<file path="src/hco_pkg.sv">
package hco_pkg;

  localparam int unsigned CoordW = 12;
  localparam int unsigned PixW   = 16;
  localparam int unsigned IdxW   = 8;
  localparam int unsigned CfgW   = 16;
  localparam int unsigned CfgIdxW = 3;

  typedef enum logic [1:0] {
    OP_PIXEL     = 2'd0,
    OP_SPRITE_WR = 2'd1,
    OP_PALETTE_WR = 2'd2
  } opcode_e;

  typedef enum logic [CfgIdxW-1:0] {
    REG_CURSOR_X      = 3'd0,
    REG_CURSOR_Y      = 3'd1,
    REG_HOTSPOT_X     = 3'd2,
    REG_HOTSPOT_Y     = 3'd3,
    REG_CURSOR_ENABLE = 3'd4
  } cfg_reg_e;

  typedef struct packed {
    logic [1:0]        opcode;
    logic [CoordW-1:0] pixel_x;
    logic [CoordW-1:0] pixel_y;
    logic [PixW-1:0]   background_pixel;
    logic [IdxW-1:0]   table_index;
    logic [PixW-1:0]   table_data;
  } pix_t;

  typedef struct packed {
    logic            is_pix;
    logic            pal_we;
    logic [IdxW-1:0] pal_idx;
    logic [PixW-1:0] pal_data;
    logic            hit;
    logic [PixW-1:0] bg;
  } s1_t;

  typedef struct packed {
    logic            hit;
    logic [PixW-1:0] bg;
  } s2_t;

  function automatic logic [3:0] mix4(input logic [3:0] bg, input logic [3:0] fg,
                                      input logic [3:0] a);
    logic [9:0] sum;
    sum = 10'(bg * (5'd16 - {1'b0, a})) + 10'(fg * ({1'b0, a} + 5'd1));
    return sum[7:4];
  endfunction

endpackage

</file>
<file path="src/hco_palette.sv">
module hco_palette import hco_pkg::*; #(
  parameter int unsigned PALETTE_ENTRIES = 256
) (
  input  logic            clk_i,
  input  logic            rst_ni,
  input  logic            en_i,
  input  logic            s1_valid_i,
  input  s1_t             s1_i,
  input  logic [IdxW-1:0] spr_data_i,
  output logic            s2_valid_o,
  output s2_t             s2_o,
  output logic [PixW-1:0] pal_data_o
);

  localparam int unsigned PAW = $clog2(PALETTE_ENTRIES);

  logic [PixW-1:0] mem [PALETTE_ENTRIES];
  logic            pal_we;
  logic            valid_d, valid_q;
  s2_t             s2_d, s2_q;
  logic [PixW-1:0] rd_q;

  assign pal_we = en_i && s1_valid_i && s1_i.pal_we
                  && (32'(s1_i.pal_idx) < 32'(PALETTE_ENTRIES));

  always_comb begin
    s2_d.hit = s1_i.hit && (32'(spr_data_i) < 32'(PALETTE_ENTRIES));
    s2_d.bg  = s1_i.bg;
    valid_d  = valid_q;
    if (en_i) begin
      valid_d = s1_valid_i && s1_i.is_pix;
    end
  end

  always_ff @(posedge clk_i or negedge rst_ni) begin
    if (!rst_ni) begin
      valid_q <= 1'b0;
    end else begin
      valid_q <= valid_d;
    end
  end

  always_ff @(posedge clk_i) begin
    if (en_i) begin
      s2_q <= s2_d;
      rd_q <= mem[PAW'(spr_data_i)];
    end
    if (pal_we) begin
      mem[PAW'(s1_i.pal_idx)] <= s1_i.pal_data;
    end
  end

  assign s2_valid_o = valid_q;
  assign s2_o       = s2_q;
  assign pal_data_o = rd_q;

endmodule

</file>
<file path="config.mk">
export PLATFORM = sky130hd
export DESIGN_NAME = hco_palette
export DESIGN_NICKNAME = d
export VERILOG_FILES = /design/src/hco_pkg.sv /design/src/hco_palette.sv
export SDC_FILE = /design/constraint.sdc
export NUM_CORES = 2
export LEC_CHECK = 0
export BUFFER_PORTS_ARGS = -buffer_cell sky130_fd_sc_hd__clkbuf_2
export CORE_ASPECT_RATIO = 0.75
export CORE_UTILIZATION = 50
export DETAILED_ROUTE_END_ITERATION = 6
export PLACE_DENSITY = 0.74
export SLEW_MARGIN = 20
export SYNTH_ARGS = -nofsm -noshare
export SYNTH_HDL_FRONTEND = slang
export SYNTH_SLANG_ARGS = --single-unit
</file>
<file path="constraint.sdc">
create_clock -name clk_i -period 6.4 [get_ports clk_i]
set_clock_uncertainty 0.1 [all_clocks]
set_input_delay 0.32 -clock clk_i [delete_from_list [all_inputs] [get_ports clk_i]]
set_output_delay 0.32 -clock clk_i [all_outputs]
set_load 0.03 [all_outputs]
</file>
Word-level counts from Yosys, hierarchy flattened:

Memory sizes are Yosys's and may differ from the RTL's. A register that Yosys moved wholly into a read port is not among the register bits.
Cells that the tools add are included.

* output and inout bits: 34
* logic and storage cells: 9
* register bits: 18
* bits of input ports: 55
* memories kept: 1
* bits in writable memories: 4096

* reductions and logical operators: 3
* mux-type cells: 2

Memory list
* mem: depth 256, width 16, read ports 1, clocked after memory_dff 1, write ports 1, line hco_palette.sv:17 `logic [PixW-1:0] mem [PALETTE_ENTRIES];`

Operator list (count)
* $logic_and 1x1->1: 3
* $mux 1: 2

Logic depth before layout (Yosys ltp):

* depth after elaboration: 4
* gate-level depth with buffers: 12
* gate-level depth less buffers: 7

Least setup slack after synthesis:

No wires, ideal clock.

* kind: in2reg
* start point: input spr_data_i[0]
* end point: register rd_q[12] (netlist: pal_data_o[12]), read port of mem (data pin)
* buffers on the path: 3
* library setup time: 0.255 ns
* slack: 3.730 ns
* data required time: 6.045 ns
* stages: 8
* arrival: 2.315 ns
* cell sequence: buf_6 -> buf_6 -> buf_2 -> mux4_2 -> mux4_2 -> a211oi_1 -> nor3_1 -> and3_1

RTL lines
* start, declared: line hco_palette.sv:9 `input logic [IdxW-1:0] spr_data_i,`
* end, declared: line hco_palette.sv:21 `logic [PixW-1:0] rd_q;`

==> out/results.tsv <==
stage	metric	value	unit
drt	DRT Pass-1 Iters	6	
grt	grt ovf	0	
finish	Util after Layout	56.3	%
yosys	average size of a mapped cell	21.5	µm²
clocking	CTS buffer count	379	
min_path	Worst Hold Launch	s1_i[7]	
yosys	Compound-Gate Fraction of Synth Area	2.92	%
yosys	flops & latches, synth	4130	
timing	RSZ-0062 raised after global routing	no	
place	IO buf count	88	
yosys	main combinational cell family by area after synthesis	multiplexers	
yosys	register area share after synthesis	77.4	%
timing	min cycle time layout	3.98	ns
yosys	Yosys warning total	0	
yosys	count leader, synth	edfxtp_1	
clocking	post-CTS setup buffers	0	
timing	fin. max-slew vios	0	
floorplan	die width	656	µm
drt	DRC errors left	0	
critical_path	CP max-delay cell	nor3_1	
timing	measured slew at the worst slew-check pin	1.30	ns
grt	first-pass GRT wire length	609000	µm
place	DPL Wire Length	251000	µm
power_and_ir_drop	Cell Pwr Density	307	nW/µm²
yosys	Synth Area in Adders	0	%
grt	antenna violations before repair	26	
floorplan	Initial Utilization	50.4	%
clocking	CTS tree	done	
timing	max_slew headroom	13.3	%
timing	fin crit share	62.2	%
drt	via count	82400	
yosys	top_reg_cell synth	edfxtp_1	
yosys	area fraction of the dominant cell type after synthesis	77.4	%
critical_path	CP bufs+invs	4	
yosys	synth cell count leaders	edfxtp_1, mux4_2, mux2i_1	
critical_path	worst setup path startpoint	spr_data_i[2]	
finish	Nets	7958	
grt	gr usage total	26.5	%
yosys	post-synth top area cell	edfxtp_1	
finish	share of post-route cells with drive strength above 1	23.3	%
clocking	clock slew at reported path FFs	0.06	ns
clocking	root buf cell	clkbuf_16	
yosys	mux share of post-synthesis cell area	15.5	%
clocking	clk buf depth	4	
critical_path	Worst Path Max Fanout	62	
finish	P&R area growth vs syn	11.8	%
power_and_ir_drop	PnR Total Power	0.0550	W
critical_path	Critical Path RT	6.95	ns
critical_path	Worst setup SP type	primary input	
clocking	clk sinks	4130	
timing	Fmax	251	MHz
yosys	number of synthesized flops with an enable pin	4129	
grt	largest net degree at the start of global routing	188	
critical_path	critical path's top delay family	buffers and inverters	
clocking	htree depth	5	
timing	setup TNS	0	ns
yosys	number of distinct library cells after synthesis	67	
drt	DR WL/cell	34.7	µm
outcome	outcome	finished, final reports clean	
clocking	Skew-Pair Late Insertion Delay	0.93	ns
yosys	Post-Synth Simple-Gate Area	2.21	%
drt	Post-DRT Antenna Nets	0	
floorplan	# IOs	89	
yosys	post-synthesis xor/xnor area fraction	0	%
floorplan	Row Count	179	
critical_path	CP peak stage delay	0.94	ns
power_and_ir_drop	Peak supply drop	0.222	mV
floorplan	Die Height	492	µm
timing	Setup Viol. Count Final	0	
place	GPL Wtd Cong	0.956	
floorplan	DIE AREA	323000	µm²
critical_path	cells along the critical path	clkbuf_8 > buf_12 > inv_2 > nand2_2 > buf_4 > o22ai_1 > nor3_1 > a22o_1 > nor4_2	
timing	Final Hold Vio Count	0	
critical_path	crit path DAT	4.54	ns
critical_path	CP endpoint kind	register	
min_path	HP Class	in2reg	
floorplan	core area	318000	µm²
critical_path	reg2reg start	mem[189][1]	
yosys	top area cells in the synthesized netlist	edfxtp_1, mux4_2, mux2i_1	
yosys	cell count after synthesis	7440	
critical_path	WS Path Type	in2reg	
yosys	FFs w/ async S/R, synth	0.0242	%
drt	drt via density	6.61	
yosys	area of the mapped netlist	160000	µm²
power_and_ir_drop	Leakage	56.6	nW
flow_run	maxcap violations	0	
yosys	Syn Nets	7495	
drt	initial drt markers	14300	
clocking	post-cts resize count	0	
grt	vias in the first global route	80300	
drt	final WL	433000	µm
## flip-flops by register name, summed over array words and instances (netlist names)
register    flops
s2_o           17
s2_valid_o      1
mem          4096
pal_data_o     16
## cell usage in the layout, fill, tap and decap left out, types with 17 or more instances in the layout
cell / netlist / routed
dlygate4sd3_1: 0 / 45
edfxtp_1: 4129 / 4129
nand3_1: 72 / 66
o221ai_1: 169 / 169
clkbuf_16: 0 / 385
a211oi_1: 26 / 25
mux2_2: 22 / 22
mux2i_1: 524 / 524
clkbuf_2: 0 / 66
nor3_1: 114 / 109
clkbuf_1: 150 / 83
clkinv_2: 0 / 56
o22ai_1: 161 / 161
buf_8: 39 / 17
buf_4: 31 / 361
a21oi_1: 117 / 117
o21ai_0: 61 / 61
a22oi_1: 32 / 32
buf_12: 17 / 33
mux4_2: 845 / 845
bufinv_16: 0 / 35
nand2_1: 177 / 174
clkinv_1: 2 / 96
nor2_1: 316 / 297
## cells by family (layout without fill, tap and decap cells)
family,Yosys count,count (layout)
mux,1405,1405
buf+inv,455,1222
flops,4130,4130
simple gates,786,786
compound gates,664,664
other cells,0,11
## worst reg2reg max path: stages (launching register included)
cell,delay (ns)
edfxtp_1,0.39
mux4_2,0.51
mux4_2,0.47
a22o_1,0.38
nor4_1,1.03
nor3_1,0.10
## cell type report
type	instances	area (µm²)
sequential	4130	124000
clock buffer	468	9950
tap	4253	5320
fill	22700	139000
multi-input combinational	2855	33300
antenna	11	27.5
inverter	9	46.3
clock inverter	217	2020
timing repair buffer	528	4470
## routing by layer
layer	vias up	part of all wire [%]	wire, µm	GRT usage, %
li1	32300	-	-	-
met1	42800	37	161000	38.3
met2	6422	43	187000	37.8
met3	884	16	69000	9.54
met4	22	3.8	16400	8.90
met5	-	0.037	161	0
## metrics by stage
step	setup slack, ns	cell area (µm²)	hold WS, ns	std cells
final	2.42	179000	0.0454	12500
after detailed placement	1.54	167000	0.000724	11700
after CTS	2.52	179000	0.000706	12500
after floorplan	3.73	160000	-0.0756	7440
after global placement	1.52	167000	-0.00268	11700
after global routing	2.38	179000	0.0253	12500
## report_power, final
group | switching (W) | internal [W] | total, W
sequential | 0.0000329 | 0.0298 | 0.0298
combinational | 0.00194 | 0.000903 | 0.00284
clock | 0.00983 | 0.0125 | 0.0223
## path summary, 6_finish.rpt
check                      cells past startpoint       endpoint  slack [ns]
hold / removal                                 2        s2_o[7]        0.05
hold reg to reg                                3     s2_valid_o        0.97
setup / recovery                               9  pal_data_o[7]        2.42
setup reg to reg                               5  pal_data_o[1]        3.14
min in group asynchronous                      3     s2_valid_o        0.14
max in group asynchronous                      3     s2_valid_o        5.96
## timing repair
item / CTS / global route
endpoints found under the hold margin: 1341 / 0
endpoints found under the setup margin: 0 / 0
hold buffers: 45 / 0
Power figures use the tool's default switching activity.
