`src/hco_pkg.sv`:
```
package hco_pkg;

  localparam int unsigned CoordW = 12;
  localparam int unsigned PixW   = 16;
  localparam int unsigned IdxW   = 8;
  localparam int unsigned CfgW   = 16;
  localparam int unsigned CfgIdxW = 3;

  typedef enum logic [1:0] {
    OP_PIXEL     = 2'd0,
    OP_SPRITE_WR = 2'd1,
    OP_PALETTE_WR = 2'd2
  } opcode_e;

  typedef enum logic [CfgIdxW-1:0] {
    REG_CURSOR_X      = 3'd0,
    REG_CURSOR_Y      = 3'd1,
    REG_HOTSPOT_X     = 3'd2,
    REG_HOTSPOT_Y     = 3'd3,
    REG_CURSOR_ENABLE = 3'd4
  } cfg_reg_e;

  typedef struct packed {
    logic [1:0]        opcode;
    logic [CoordW-1:0] pixel_x;
    logic [CoordW-1:0] pixel_y;
    logic [PixW-1:0]   background_pixel;
    logic [IdxW-1:0]   table_index;
    logic [PixW-1:0]   table_data;
  } pix_t;

  typedef struct packed {
    logic            is_pix;
    logic            pal_we;
    logic [IdxW-1:0] pal_idx;
    logic [PixW-1:0] pal_data;
    logic            hit;
    logic [PixW-1:0] bg;
  } s1_t;

  typedef struct packed {
    logic            hit;
    logic [PixW-1:0] bg;
  } s2_t;

  function automatic logic [3:0] mix4(input logic [3:0] bg, input logic [3:0] fg,
                                      input logic [3:0] a);
    logic [9:0] sum;
    sum = 10'(bg * (5'd16 - {1'b0, a})) + 10'(fg * ({1'b0, a} + 5'd1));
    return sum[7:4];
  endfunction

endpackage

```
`src/hco_sprite.sv`:
```
module hco_sprite import hco_pkg::*; #(
  parameter int unsigned CURSOR_SIZE = 16
) (
  input  logic               clk_i,
  input  logic               rst_ni,
  input  logic               en_i,
  input  logic               acc_i,
  input  pix_t               pix_i,
  input  logic               cursor_enable_i,
  input  logic [16:0]        corner_x_i,
  input  logic [16:0]        corner_y_i,
  output logic               s1_valid_o,
  output s1_t                s1_o,
  output logic [IdxW-1:0]    spr_data_o
);

  localparam int unsigned CW         = $clog2(CURSOR_SIZE);
  localparam int unsigned SprEntries = CURSOR_SIZE * CURSOR_SIZE;
  localparam int unsigned SAW        = $clog2(SprEntries);

  logic [IdxW-1:0] mem [SprEntries];
  logic [17:0]     h, v;
  logic            hit;
  logic [SAW-1:0]  raddr, waddr;
  logic            spr_we;
  logic            valid_d, valid_q;
  s1_t             s1_d, s1_q;
  logic [IdxW-1:0] rd_q;

  assign h = {6'b0, pix_i.pixel_x} - {corner_x_i[16], corner_x_i};
  assign v = {6'b0, pix_i.pixel_y} - {corner_y_i[16], corner_y_i};
  assign hit = cursor_enable_i && !h[17] && (h < 18'(CURSOR_SIZE))
               && !v[17] && (v < 18'(CURSOR_SIZE));

  assign raddr = SAW'(SAW'(v[CW-1:0]) * SAW'(CURSOR_SIZE)) + SAW'(h[CW-1:0]);
  assign waddr = SAW'(pix_i.table_index);
  assign spr_we = acc_i && (pix_i.opcode == OP_SPRITE_WR)
                  && (32'(pix_i.table_index) < 32'(SprEntries));

  always_comb begin
    s1_d.is_pix   = (pix_i.opcode == OP_PIXEL);
    s1_d.pal_we   = (pix_i.opcode == OP_PALETTE_WR);
    s1_d.pal_idx  = pix_i.table_index;
    s1_d.pal_data = pix_i.table_data;
    s1_d.hit      = hit;
    s1_d.bg       = pix_i.background_pixel;
    valid_d       = valid_q;
    if (en_i) begin
      valid_d = acc_i && (s1_d.is_pix || s1_d.pal_we);
    end
  end

  always_ff @(posedge clk_i or negedge rst_ni) begin
    if (!rst_ni) begin
      valid_q <= 1'b0;
    end else begin
      valid_q <= valid_d;
    end
  end

  always_ff @(posedge clk_i) begin
    if (en_i) begin
      s1_q <= s1_d;
      rd_q <= mem[raddr];
    end
    if (spr_we) begin
      mem[waddr] <= pix_i.table_data[IdxW-1:0];
    end
  end

  assign s1_valid_o = valid_q;
  assign s1_o       = s1_q;
  assign spr_data_o = rd_q;

endmodule

```
`config.mk`:
```
export PLATFORM = sky130hd
export DESIGN_NAME = hco_sprite
export DESIGN_NICKNAME = d
export VERILOG_FILES = /design/src/hco_pkg.sv /design/src/hco_sprite.sv
export SDC_FILE = /design/constraint.sdc
export NUM_CORES = 2
export LEC_CHECK = 0
export ABC_AREA = 0
export BUFFER_PORTS_ARGS = -buffer_cell sky130_fd_sc_hd__buf_4
export CAP_MARGIN = 40
export CORE_AREA = 2 2 482 580
export DETAILED_ROUTE_END_ITERATION = 8
export DIE_AREA = 0 0 484 582
export GPL_TIMING_DRIVEN = 0
export PLACE_DENSITY = 0.42
export SYNTH_ARGS = -nofsm -noshare
export SYNTH_HDL_FRONTEND = slang
export SYNTH_SLANG_ARGS = --single-unit
```
`constraint.sdc`:
```
create_clock -name clk_i -period 5.54 [get_ports clk_i]
set_input_delay 0.554 -clock clk_i [delete_from_list [all_inputs] [get_ports clk_i]]
set_output_delay 0.554 -clock clk_i [all_outputs]
set_load 0.02 [all_outputs]
```
-- After elaboration in Yosys (flattened, before gate mapping)
Memory sizes are Yosys's and may differ from the RTL's. A register that Yosys moved wholly into a read port is not among the register bits.
Index checks and enable logic that the tools add are counted.
- multiplexer cells: 2
- magnitude comparators: 2
- add/sub/neg operators: 3
- equality and inequality tests: 2
- reduce and logical (&&, ||, !) cells: 10
- operators by type and width (cell ; number):
    18-bit by 5-bit less-than comparator with 1-bit output, second input constant ; 2
    13-bit by 17-bit subtractor with 18-bit output ; 2
    8-bit by 4-bit adder with 8-bit output ; 1
    1-bit logical AND ; 6
    2-bit by 1-bit equality test with 1-bit output, second input constant ; 1
    2-bit equality test, second input constant ; 1
    1-bit zero test ; 2
    2-bit zero test ; 1
    1-bit two-way mux ; 2
    1-bit logical OR ; 1
- logic and storage cells: 27
- memories: 1
- RAM bits: 2048
- register bits after elaboration: 44
- output and inout bits: 52
- memory list (name ; words ; width ; read ports ; clocked after Yosys merged registers in ; write ports ; line ; RTL):
    mem ; 256 ; 8 ; 1 ; 1 ; 1 ; hco_sprite.sv:21 ; logic [IdxW-1:0] mem [SprEntries];

-- Logic depth before layout (Yosys ltp)
- depth in word-level cells: 6
- mapped depth: 14
- depth with buffers taken out: 11

-- Worst setup path before layout
Ideal clock, no wire load.
- path type: input port to flip-flop
- start point: input port pix_i[52] (netlist bit)
- end point: register rd_q[0], in the netlist spr_data_o[0], read port of mem, data pin
- data arrival time: 3.251 ns
- cell stages on the path: 11
- buffers on the path: 3
- required time: 5.284 ns
- path slack: 2.033 ns
- library setup time: 0.256 ns
- path through: inv_1 > ha_1 > fa_1 > buf_4 > buf_2 > clkbuf_1 > mux4_2 > mux4_2 > a22oi_1 > nand3_1 > o211a_1
- cells in the longest elaborated chain, start to end: 2
- ends and longest elaborated chain (what ; line ; RTL):
    from (decl) ; hco_sprite.sv:8 ; input pix_t pix_i,
    13-bit by 17-bit subtractor with 18-bit output ; hco_sprite.sv:30 ; assign h = {6'b0, pix_i.pixel_x} - {corner_x_i[16], corner_x_i};
    8-bit by 4-bit adder with 8-bit output ; hco_sprite.sv:35 ; assign raddr = SAW'(SAW'(v[CW-1:0]) * SAW'(CURSOR_SIZE)) + SAW'(h[CW-1:0]);
    to (decl) ; hco_sprite.sv:28 ; logic [IdxW-1:0] rd_q;
No other way between the ends.
A chain may end at the register's enable or synchronous reset.

-- Worst setup path after layout
- start point: input port pix_i[52] (netlist bit)
- end point: register rd_q[2], in the netlist spr_data_o[2], read port of mem, data pin
Same word-level chain as after synthesis.

==> results.yml <==
status:
  status: "complete, but fails checks"
  violations: "negative setup slack"
clocking:
  root_buffer: "clkbuf_16"
  h-tree-depth: 4
  clockBufferDepth: 4
  clock_sinks: 2100
  clk_pin_slew_ps: 60
  cts_resized: 0
  insertion_delay_ps: 880
  cts_tree: "yes"
  numCtsBuffers: 222
grt:
  antenna_found_initial: 18
  grt-ovfl-total: 0
  grt_pass1_wl_mm: 367
  track_usage_pct: 18.8
  grt_max_degree: 136
  grt_pass1_vias: 43300
floorplanning:
  rows: 212
  core_mm2: 0.276
  fp.dieH_um: 582
  die_x_um: 484
  start_util_pct: 29.8
  io_pins: 157
  die-area_mm2: 0.282
synth:
  synth_most_common_cell: "edfxtp_1"
  synth_top_cell_area_share_pct: 76.5
  synth_ff_type: "edfxtp_1"
  netlist_instances: 3928
  synth.net_count: 4059
  syn_area_per_cell_um2: 21.0
  syn_area_mm2: 0.0824
  synth_top_area_cell: "edfxtp_1"
  postSynth.asyncResetShare_pct: 0.0476
  synthTopCellsByArea: "edfxtp_1 (76%), mux4_2 (16%), nor2_1 (1.3%)"
  synth_edf_count: 2099
  synth_seq_area_share_pct: 76.5
  yosysWarnings: 0
  synth_commonest_cells: "edfxtp_1 (2099), mux4_2 (570), nor2_1 (285), nand2_1 (253), clkbuf_1 (102)"
  yosysUniqueCellTypes: 67
  ys_ff_latch: 2100
min_path:
  hp-start: "pix_i[64]"
  holdPathEnd: "s1_valid_o"
  hold-path-cell-count: 3
  hold_path_class: "input pin to flop"
placement:
  placed_cells: 7927
  io_buffer_count: 156
  gp_congestion: 0.879
  hpwl_mm: 187
  place_area_mm2: 0.0905
  place_ws_ps: -802
critical_path:
  cp_max_fo: 10
  arrival_ps: 6190
  cp-start-kind: "input pin"
  crit_required_ps: 6180
  critical_path_class: "input pin to flop"
  ff2ff_path_depth: 5
  critPathCaptureType: "flop"
  worst-r2r-setup-slack_ps: 2250
  r2r_end: "spr_data_o[5]"
  r2r-start: "mem[39][5]"
finish:
  multi_input_area_mm2: 0.0182
  final_net_count: 4682
  finalInstanceArea_mm2: 0.0976
  drive_gt1_share_pct: 28.8
  syn2layout_area_growth_pct: 18.4
  final_cells: 8370
  regArea_mm2: 0.0631
  fillCellCount: 25800
timing:
  finalSetupViolCount: 1
  fmax_mhz: 180
  period_minus_slack_ps: 5540
  final_hold_viol_count: 0
  maxSlewViolCount: 0
  max_slew.worst_pin.slew_ps: 1060
  slew_headroom_pct: 29.0
  rsz0062_at_grt: "no"
  setup_slack_ps: -3.72
  skew_ps: 40.5
  hold_slack_ps: 87.7
  period_share_pct: 100
pwr:
  p_sw_share_pct: 25.5
  p_clk_share_pct: 39.1
  p_total_w: 0.0363
  power.density_mw_per_mm2: 372
  p_seq_share_pct: 48.3
  p_leak_nw: 30.8
  p_int_w: 0.0271
  netSwitchingPower_w: 0.00928
  p_comb_share_pct: 12.6
  ir_worst_vdd_uv: 225
route:
  dr.pass1.iters: 8
  route.vias.total: 42300
  drtIter0Drc: 4388
  drc: 0
  wire_per_inst_um: 32.2
  ant_nets: 0
  totalWireLength_mm: 270
  vias_per_cell: 5.06
run:
  drv_cap: 0
==> area by class of cell <==
| cell class | instances | area share [%] |
|---|---|---|
| sequential | 2100 | 64.6 |
| multi-input combinational | 1575 | 18.6 |
| timing repair buffer | 399 | 3.94 |
| tap | 3638 | 4.66 |
| clock buffer | 274 | 5.89 |
| antenna | 5 | 0.0128 |
| inverter | 38 | 0.146 |
| clock inverter | 126 | 1.01 |
| buffer | 215 | 1.09 |
==> cells in the final DEF, fill, tap and decap left out, drive strengths merged, types with 36 or more instances in the layout <==
cell type / n
dlygate4sd3: 36
buf: 476
clkbuf: 376
inv: 41
clkinv: 100
nand4: 39
nand3: 67
mux4: 570
edfxtp: 2099
nor2: 286
a21oi: 41
mux2i: 40
nand2: 254
==> worst max-delay path, stage by stage <==
cell	delay, ps
buf_4	80
inv_1	30
ha_1	210
fa_1	700
buf_4	380
buf_2	670
buf_2	530
clkbuf_1	670
mux4_2	370
nand2_1	60
a21oi_1	590
nor4_1	150
a31oi_1	610
o211a_1	530
==> metrics by stage <==
| step | setup TNS, ps | utilization [%] |
|---|---|---|
| after floorplan | 0 | - |
| after global placement | -13900 | 31.9 |
| after detailed placement | -3690 | 32.7 |
| after CTS | 0 | 35.3 |
| after global routing | 0 | 35.3 |
| final | -3.72 | 35.3 |
==> kinds of logic after synthesis <==
group	synth area share, %
adders and majority gates	0.413
and+or+nand+nor	3.74
buffers and inverters	1.43
muxes	16.1
xor gates and xnor gates	0.138
AOI/OAI and AO/OA	1.67
DFF	76.5
==> sequential cells by signal, summed over array words and instances, names as in the netlist <==
signal      count
spr_data_o      8
mem          2048
s1_valid_o      1
s1_o           43
==> worst max-delay path by stage <==
stage / start / to / slack (ps) / depth (start not counted)
floorplan: pix_i[52] / spr_data_o[0] / 2030 / 11
finish: pix_i[52] / spr_data_o[2] / -4 / 14
detailed placement: pix_i[52] / spr_data_o[2] / -800 / 14
global route: pix_i[52] / spr_data_o[2] / 50 / 14
CTS: pix_i[52] / spr_data_o[2] / 130 / 14
global placement: pix_i[52] / spr_data_o[3] / -1870 / 12
==> power groups by stage <==
stage | registers [W] | clock network, W | logic (W)
3_5_place_dp | 0.0179 | 0 | 0.00462
3_3_place_gp | 0.0179 | 0 | 0.00446
5_1_grt | 0.0176 | 0.0151 | 0.00475
2_1_floorplan | 0.0180 | 0 | 0.00218
4_1_cts | 0.0176 | 0.0145 | 0.00465
6_report | 0.0176 | 0.0142 | 0.00457
==> per-layer routing <==
metal | vias to the layer above | part of all wire, % | GRT usage [%]
met5 | - | 0.010 | 0
met4 | 4 | 3.0 | 5.48
met3 | 350 | 5.5 | 2.86
met2 | 1387 | 51 | 32.7
met1 | 23000 | 41 | 24.2
li1 | 17600 | - | -
==> what timing repair did <==
action                    in CTS  in global routing
hold endpoints to repair      49                  0
setup buffers                  0                  0
hold buffers                  36                  0
(Power assumes the default switching activity.)
