<file path="src/hco_pkg.sv">
package hco_pkg;

  localparam int unsigned CoordW = 12;
  localparam int unsigned PixW   = 16;
  localparam int unsigned IdxW   = 8;
  localparam int unsigned CfgW   = 16;
  localparam int unsigned CfgIdxW = 3;

  typedef enum logic [1:0] {
    OP_PIXEL     = 2'd0,
    OP_SPRITE_WR = 2'd1,
    OP_PALETTE_WR = 2'd2
  } opcode_e;

  typedef enum logic [CfgIdxW-1:0] {
    REG_CURSOR_X      = 3'd0,
    REG_CURSOR_Y      = 3'd1,
    REG_HOTSPOT_X     = 3'd2,
    REG_HOTSPOT_Y     = 3'd3,
    REG_CURSOR_ENABLE = 3'd4
  } cfg_reg_e;

  typedef struct packed {
    logic [1:0]        opcode;
    logic [CoordW-1:0] pixel_x;
    logic [CoordW-1:0] pixel_y;
    logic [PixW-1:0]   background_pixel;
    logic [IdxW-1:0]   table_index;
    logic [PixW-1:0]   table_data;
  } pix_t;

  typedef struct packed {
    logic            is_pix;
    logic            pal_we;
    logic [IdxW-1:0] pal_idx;
    logic [PixW-1:0] pal_data;
    logic            hit;
    logic [PixW-1:0] bg;
  } s1_t;

  typedef struct packed {
    logic            hit;
    logic [PixW-1:0] bg;
  } s2_t;

  function automatic logic [3:0] mix4(input logic [3:0] bg, input logic [3:0] fg,
                                      input logic [3:0] a);
    logic [9:0] sum;
    sum = 10'(bg * (5'd16 - {1'b0, a})) + 10'(fg * ({1'b0, a} + 5'd1));
    return sum[7:4];
  endfunction

endpackage

</file>
<file path="src/hco_blend.sv">
module hco_blend import hco_pkg::*; (
  input  logic            clk_i,
  input  logic            rst_ni,
  input  logic            en_i,
  input  logic            s2_valid_i,
  input  s2_t             s2_i,
  input  logic [PixW-1:0] pal_data_i,
  output logic            valid_o,
  output logic [PixW-1:0] pixel_o,
  output logic            drawn_o
);

  logic [3:0]      alpha;
  logic            drawn_d, drawn_q;
  logic [PixW-1:0] pixel_d, pixel_q;
  logic            valid_d, valid_q;

  assign alpha = pal_data_i[15:12];

  always_comb begin
    drawn_d = s2_i.hit && (alpha != 4'd0);
    pixel_d = s2_i.bg;
    if (drawn_d) begin
      pixel_d = {alpha,
                 mix4(s2_i.bg[11:8], pal_data_i[11:8], alpha),
                 mix4(s2_i.bg[7:4],  pal_data_i[7:4],  alpha),
                 mix4(s2_i.bg[3:0],  pal_data_i[3:0],  alpha)};
    end
    valid_d = en_i ? s2_valid_i : valid_q;
  end

  always_ff @(posedge clk_i or negedge rst_ni) begin
    if (!rst_ni) begin
      valid_q <= 1'b0;
    end else begin
      valid_q <= valid_d;
    end
  end

  always_ff @(posedge clk_i) begin
    if (en_i) begin
      pixel_q <= pixel_d;
      drawn_q <= drawn_d;
    end
  end

  assign valid_o = valid_q;
  assign pixel_o = pixel_q;
  assign drawn_o = drawn_q;

endmodule

</file>
<file path="config.mk">
export PLATFORM = sky130hd
export DESIGN_NAME = hco_blend
export DESIGN_NICKNAME = d
export VERILOG_FILES = /design/src/hco_pkg.sv /design/src/hco_blend.sv
export SDC_FILE = /design/constraint.sdc
export NUM_CORES = 1
export LEC_CHECK = 0
export BUFFER_PORTS_ARGS = -buffer_cell sky130_fd_sc_hd__clkbuf_2
export CAP_MARGIN = 10
export CORE_ASPECT_RATIO = 0.8
export CORE_MARGIN = 2
export CORE_UTILIZATION = 25
export CTS_CLUSTER_SIZE = 16
export DETAILED_ROUTE_END_ITERATION = 8
export SYNTH_ARGS = -nofsm -noshare
export SYNTH_HDL_FRONTEND = slang
export SYNTH_SLANG_ARGS = --single-unit
</file>
<file path="constraint.sdc">
create_clock -name clk_i -period 1.75 [get_ports clk_i]
set_clock_uncertainty 0.1 [all_clocks]
set_input_delay 0.0875 -clock clk_i [delete_from_list [all_inputs] [get_ports clk_i]]
set_output_delay 0.0875 -clock clk_i [all_outputs]
set_load 0.02 [all_outputs]
</file>
Word level (Yosys, flattened, before mapping)

Cells that the tools add are included.

Flip-flop bits (word level): 18
Input bits: 37
Output and inout port bits: 18
Logic and storage cells: 17

$add $sub $neg: 5
Multiply operators: 6
Mux-type cells: 1
Reductions and logical operators: 2

Operators by type and width:

| operator            | number |
|---|---|
| $add 8x8->8         | 3 |
| $mul 4x5->8         | 3 |
| $mul 4x10->8        | 2 |
| $mux 16             | 1 |
| $mul 5x6->8         | 1 |
| $sub 5x4->6 const A | 1 |
| $add 4x1->5 const B | 1 |
| $reduce_bool 4->1   | 1 |
| $logic_and 1x1->1   | 1 |

Longest topological paths before layout

Gate-level depths: netlist of run 1.

Depth in word-level cells: 4
Depth in mapped cells: 18
Depth with buffers taken out: 17

Worst setup path before layout of run 1

No wires, ideal clock.

Path type: input to register
From: input pal_data_i[14]
To: register pixel_q[7] (netlist: pixel_o[7]), data pin
Arrival: 4.068 ns
Required time: 1.386 ns
Slack: -2.682 ns
Stages: 16
Path buffers: 2
Cells stage by stage: buf_2 nand3_1 xor2_1 clkbuf_1 nor2b_1 fa_1 fa_1 fa_1 inv_1 fa_1 inv_1 ha_1 a211oi_1 o21bai_1 xnor3_1 o21ai_1

Longest elaborated chain between the ends: 4
Elaborated cells on any way between the ends: 8
Classes of those cells: 3 x add/sub; 2 x mul; 1 x mux; 2 x reduce/logical

RTL lines:

| what                                        | line            | text |
|---|---|---|
| start, declared                             | hco_blend.sv:7  | `input logic [PixW-1:0] pal_data_i,` |
| $sub 5x4->6 or $add 4x1->5 (tied branches)  | hco_pkg.sv:49   | `sum = 10'(bg * (5'd16 - {1'b0, a})) + 10'(fg * ({1'b0, a} + 5'd1));` |
| $mul 4x10->8 or $mul 4x5->8 (tied branches) | hco_pkg.sv:49   |  |
| $add 8x8->8                                 | hco_pkg.sv:49   |  |
| $mux 16 *                                   | hco_blend.sv:23 | `if (drawn_d) begin` |
| named net pixel_d[7]                        | hco_blend.sv:15 | `logic [PixW-1:0] pixel_d, pixel_q;` |
| end signal, assigned                        | hco_blend.sv:42 | `pixel_q <= pixel_d;` |
| end, declared                               | hco_blend.sv:15 |  |

Mark *: on every way through the listed nets, which the timed path passes. The rest lies on a longest branch.
A chain may end at the register's enable or synchronous reset.

Final worst setup path of run 1

From: input pal_data_i[12]
To: register pixel_q[7] (netlist: pixel_o[7]), data pin

Same word-level chain as after synthesis.

==> summary.txt, run 1 <==
Post-DP Area = 5330 um^2
area of the multi-input gates = 3550 um^2
vias in the first global route = 3912
Die X = 148 um
Die H = 119 um
Hold Path Class = input pin to flop
main area contributors after synthesis = fa_1 30%, ha_1 15%, edfxtp_1 12%
P_leak = 2.91 nW
dominant cell type by area after synthesis = fa_1
Fin Setup TNS = -24420 ps
placed wire-length estimate = 9260 um
async set-reset flop share out of synthesis = 5.56%
drt drc = 0
Gate power share = 79.2%
CP peak stage delay = 530 ps
Initial DRC Count = 86
Synth Flop Type = edfxtp_1
vias = 3294
status = finished, violations left
Max Transition Viols Final = 0
Power Dens Cells = 997 nW/um^2
synthesized flop and latch total = 18
Ports = 55
fin area = 5880 um^2
worst skew pair latency = 260 ps
Core ar. = 16400 um^2
Worst-path clk slew = 60 ps
post-synthesis instance total = 437
Fmax = 252 MHz
failing checks = negative setup slack
Syn Area/Cell = 9.47 um^2
count leader, synth = inv_1
Detail Route Antenna Nets = 0
die area = 17600 um^2
Filler cells = 1669
Core Rows = 42
EDFF count, synth = 17
IO Port Bufs = 54
min Tclk post-route = 3970 ps
Flop pwr share = 11.6%
Pint = 3.42 mW
cell area after synthesis = 4140 um^2
sequential area share after synthesis = 12.9%
worst-path fanout max = 7
Clock power frac = 9.2%
largest net degree at the start of global routing = 15
H-tree levels = 1
first-pass GRT wire length = 18600 um
CTS root buf = clkbuf_16
CTS tree = done
Startpoint Class = input pin
final setup fails = 12
Slew @ Worst Pin = 312 ps
Reg area = 536 um^2
fin worst setup slack = -2220 ps
clock sinks = 18
crit path cell chain = clkbuf_16 > buf_8 > nand3_4 > xor2_2 > buf_6 > buf_4 > nor2b_2 > fa_1 > fa_1 > fa_1 > inv_1 > fa_1 > inv_2 > ha_4 > o21ai_1 > o21bai_1 > xnor3_1 > o21ai_2
CP Class = input pin to flop
max cap viols = 0
layout cells sized above 1 = 37.6%
Total Nets Final = 722
clock buffer count from CTS = 3
Hold Slack = 11.5 ps
VDD IR max = 0.430 mV
Tot GR Track Use = 13.3%
gr ovfl total = 0
initial core utilization = 25.2%
crit-path most repeated cell = fa_1
most frequent cells after synthesis = 99 x inv_1, 71 x and2_1, 63 x fa_1
post-synth top area share = 30.5%
Core Util, Final = 35.9%
routability cong. = 0.820
CP arrival = 3970 ps
final wirelength = 11100 um
Final Hold Vio Count = 0
synth unique cells = 30
Syn. warnings = 0
post-synthesis net count = 586
Power, Total = 5.86 mW
ANT cells = 0
NetSw = 2.44 mW
antenna violations before repair = 0
TritonRoute pass-1 iters = 4
vias per inst = 4.16
area growth from synthesis to layout = 42.2%
DR WL/cell = 14.0 um
CP endpoint kind = flop
Crit path required time = 1750 ps
RSZ-0062 raised after global routing = true
period utilization = 227%
max_slew headroom = 79.2%
slowest CP cell = fa_1
switching share of total power = 41.6%
CTS max path bufs = 2
## path summary, 6_finish.rpt
| kind | cells after the start | to | slack, ps | startpoint |
|---|---|---|---|---|
| hold / removal | 3 | pixel_o[13]$_DFFE_PP_ | 10 | s2_i[13] |
| hold reg to reg | 1 | valid_o$_DFFE_PN0P_ | 420 | valid_o$_DFFE_PN0P_ |
| max in group asynchronous | 2 | valid_o$_DFFE_PN0P_ | 1430 | rst_ni |
| min in group asynchronous | 2 | valid_o$_DFFE_PN0P_ | 30 | rst_ni |
| setup reg to reg | 1 | valid_o$_DFFE_PN0P_ | 910 | valid_o$_DFFE_PN0P_ |
| setup / recovery | 18 | pixel_o[7]$_DFFE_PP_ | -2220 | pal_data_i[12] |
## cell type report
| cell class | count | area share (%) |
|---|---|---|
| tap | 220 | 4.68 |
| multi-input combinational | 307 | 60.4 |
| sequential | 18 | 9.10 |
| timing repair buffer | 144 | 17.9 |
| clock buffer | 4 | 1.51 |
| inverter | 99 | 6.42 |
## repair_timing
item                                    in CTS  in global routing
pin swaps                                   47                 35
endpoints found under the hold margin        2                  0
endpoints found under the setup margin      12                 12
resized for setup                           51                 28
setup buffers                               16                  4
hold buffers                                 2                  0
## logic make-up after synthesis
logic type	count (synthesis)	synth area share [%]
compound gates	30	4.26
xor+xnor	28	7.92
fa+ha+maj	112	45.3
buf+inv	112	10.4
flops	18	12.9
mux	1	0.272
simple gates	136	18.9
## stage by stage
step | cells | setup slack (ps)
after floorplan | 437 | -2170
after global placement | 768 | -2700
after detailed placement | 768 | -2760
after CTS | 789 | -2220
after global routing | 792 | -2320
final | 792 | -2220
## state kept, by name, summed over array words and instances, names as in the netlist
| signal | cells |
|---|---|
| valid_o | 1 |
| pixel_o | 16 |
| drawn_o | 1 |
## placed cells by master (no fill, tap or decap), types with 4 or more instances in the layout
cell       instances
inv_1             86
buf_4             73
and2_1            64
fa_1              60
clkbuf_2          50
ha_1              36
nand2_1           32
edfxtp_1          17
o21ai_1           14
buf_6             14
ha_4              12
nor2b_1           11
inv_2             11
and2_4             7
xnor2_2            7
xnor3_1            6
xor2_1             6
xnor2_1            6
nor2b_2            4
nand2_2            4
clkbuf_16          4
## critical path: cells and delay by family
kind | cells | cell delay, ps
xor gates and xnor gates | 2 | 410
AOI/OAI and AO/OA | 3 | 410
and+or+nand+nor | 2 | 190
buffers and inverters | 6 | 630
adders and majority gates | 5 | 2230
## power by group through the flow
stage	clock network, mW	logic [mW]	registers (mW)
final	0.540	4.64	0.682
after global routing	0.567	5.19	0.694
after CTS	0.559	4.54	0.687
after detailed placement	0	4.03	0.696
after global placement	0	3.91	0.691
after floorplan	0	2.62	0.845
## routing by layer
layer	vias to the layer above	routed length (um)	track usage (%)	share of wire, %
met4	0	201	4.40	1.8
met5	-	0	0	0
met2	41	5550	23.8	50
met3	11	314	1.26	2.8
li1	1595	-	-	-
met1	1647	5020	16.9	45
No activity file was read; power rests on OpenSTA's default activity.
==> inputs of run 2 (changes only) <==
--- a/config.mk
+++ b/config.mk
@@ -9,7 +9,7 @@
 export CAP_MARGIN = 10
 export CORE_ASPECT_RATIO = 0.8
 export CORE_MARGIN = 2
-export CORE_UTILIZATION = 25
+export CORE_UTILIZATION = 45
 export CTS_CLUSTER_SIZE = 16
 export DETAILED_ROUTE_END_ITERATION = 8
 export SYNTH_ARGS = -nofsm -noshare
==> run 2 against run 1 <==
First-iteration DRC count is 35% higher. Critical path type unchanged. Power decreased by 2.7%. Sequential share of layout area is 0.43 points higher. Flip-flop and latch count is the same. Die area down 43%. Clock power down 3.7%. Highest routed layer unchanged. The run still ends with negative setup slack left. Wire length down 13%. Combinational power down 3%. Cell count shrank 15%. Largest cell class unchanged. Critical path depth down 1. Design area decreased by 4.5%. Global-route usage up 7.7 points.
==> summary.txt, run 2 (synthesis results as in run 1) <==
CP endpoint kind = flop
Tot GR Track Use = 21.1%
max cap viols = 0
delay-heaviest family, CP = adder cells
max_slew headroom = 77.9%
vias in the first global route = 3548
fin worst setup slack = -2170 ps
reg2reg start = valid_o$_DFFE_PN0P_
DR WL/cell = 14.3 um
ANT cells = 0
CTS tree = done
vias = 3193
CTS root buf = clkbuf_16
Die H = 89.8 um
drt drc = 0
Worst Setup SP = pal_data_i[12]
CP bufs+invs = 5
placed wire-length estimate = 8340 um
Post-DP Area = 5230 um^2
Fin Setup TNS = -24770 ps
first-pass GRT wire length = 17100 um
Total Nets Final = 712
fin area = 5620 um^2
initial core utilization = 46.0%
crit-path most repeated cell = fa_1
most common cell after layout, fill and taps aside = inv_1
final wirelength = 9700 um
clock buffer count from CTS = 3
P_leak = 2.86 nW
failing checks = negative setup slack
max reg flops = 16
VDD IR max = 1.07 mV
Core Rows = 31
Final Hold Vio Count = 0
Initial DRC Count = 116
final setup fails = 12
CP peak stage delay = 530 ps
Max Transition Viols Final = 0
Power Dens Cells = 1020 nW/um^2
antenna violations before repair = 0
CP Class = input pin to flop
clock sinks = 18
die area = 9980 um^2
Fmax = 255 MHz
TritonRoute pass-1 iters = 4
gr ovfl total = 0
vias per inst = 4.72
worst-path fanout max = 7
crit path cell chain = clkbuf_16 > clkinvlp_4 > ha_4 > xnor2_4 > buf_6 > and2_4 > fa_1 > fa_1 > fa_1 > inv_2 > fa_1 > inv_2 > ha_4 > a211oi_2 > o21bai_1 > xnor3_1 > o21ai_1
CTS max path bufs = 2
Core ar. = 9000 um^2
Ports = 55
Filler cells = 783
Die X = 111 um
slowest CP cell = fa_1
Crit path required time = 1650 ps
Slew @ Worst Pin = 331 ps
Startpoint Class = input pin
H-tree levels = 1
min Tclk post-route = 3920 ps
worst skew pair latency = 250 ps
worst hold start = s2_i[15]
most frequent cells in the layout = 88 x inv_1, 68 x buf_4, 64 x and2_1
Hold Path Class = input pin to flop
routability cong. = 0.838
period utilization = 224%
IO Port Bufs = 54
largest net degree at the start of global routing = 21
area growth from synthesis to layout = 35.8%
status = finished, violations left
layout cells sized above 1 = 34.2%
RSZ-0062 raised after global routing = true
Worst-path clk slew = 50 ps
CP arrival = 3820 ps
Detail Route Antenna Nets = 0
run 2: changes by cell type in the layout (fill, tap and decap cells not counted), moves of 2 or more:
cell / before / now
ha_1: 36 / 38
nand2_2: 4 / 1
buf_8: 3 / 1
nor2b_1: 11 / 13
ha_4: 12 / 10
buf_4: 73 / 68
inv_1: 86 / 88
nor2b_2: 4 / 1
fa_2: 3 / 0
buf_6: 14 / 9
nand2_1: 32 / 34
fa_1: 60 / 63
run 2: area by class of cell:
type | instances | area (um^2) | share of cell area [%]
Clock buffer | 4 | 88.8 | 1.58
Multi-Input combinational cell | 307 | 3500 | 62.3
Tap cell | 115 | 144 | 2.56
Timing Repair Buffer | 134 | 972 | 17.3
Sequential cell | 18 | 536 | 9.53
Inverter | 99 | 375 | 6.68
run 2: worst paths after layout:
| kind | depth (start not counted) | endpoint | slack, ps |
|---|---|---|---|
| worst max-delay path | 17 | pixel_o[11]$_DFFE_PP_ | -2170 |
| worst min-delay path | 3 | pixel_o[15]$_DFFE_PP_ | 10 |
| worst max register to register | 1 | valid_o$_DFFE_PN0P_ | 920 |
| worst min register to register | 1 | valid_o$_DFFE_PN0P_ | 400 |
| max in group asynchronous | 2 | valid_o$_DFFE_PN0P_ | 1430 |
| min in group asynchronous | 2 | valid_o$_DFFE_PN0P_ | 40 |
run 2: metrics by stage:
stage | setup WS (ps) | util, % | cells | power, mW | hold slack [ps]
finish | -2170 | 62.4 | 677 | 5.71 | 14.1
global route | -2300 | 62.4 | 677 | 6.32 | 18.7
CTS | -2170 | 61.8 | 677 | 5.57 | 6.53
detailed placement | -2640 | 58.1 | 665 | 4.75 | -237
global placement | -2500 | 58.1 | 665 | 4.62 | -238
floorplan | -2170 | - | 437 | 3.46 | -308
run 2: tightest hold or removal path, stage by stage:
cell	delay (ps)
clkbuf_2	80
nand2_1	40
nand2_1	50
run 2: power breakdown:
part	switching, mW	leakage, nW	internal, mW
Combinational	2.15	2.64	2.36
Clock	0.171	0.0442	0.349
Sequential	0.0309	0.177	0.647
run 2: layer usage:
metal,vias up,track usage [%],routed length [um]
met2,66,36.1,4470
met4,0,4.84,167
met1,1545,29.4,4610
li1,1570,-,-
met3,12,1.62,442
met5,-,0,0
run 2: timing repair:
| item | in CTS | in global routing |
|---|---|---|
| setup endpoints to repair | 12 | 12 |
| hold buffers | 2 | 0 |
| pin swaps | 31 | 22 |
| buffers inserted | 8 | 0 |
| gates resized for setup | 39 | 16 |
| endpoints found under the hold margin | 2 | 0 |
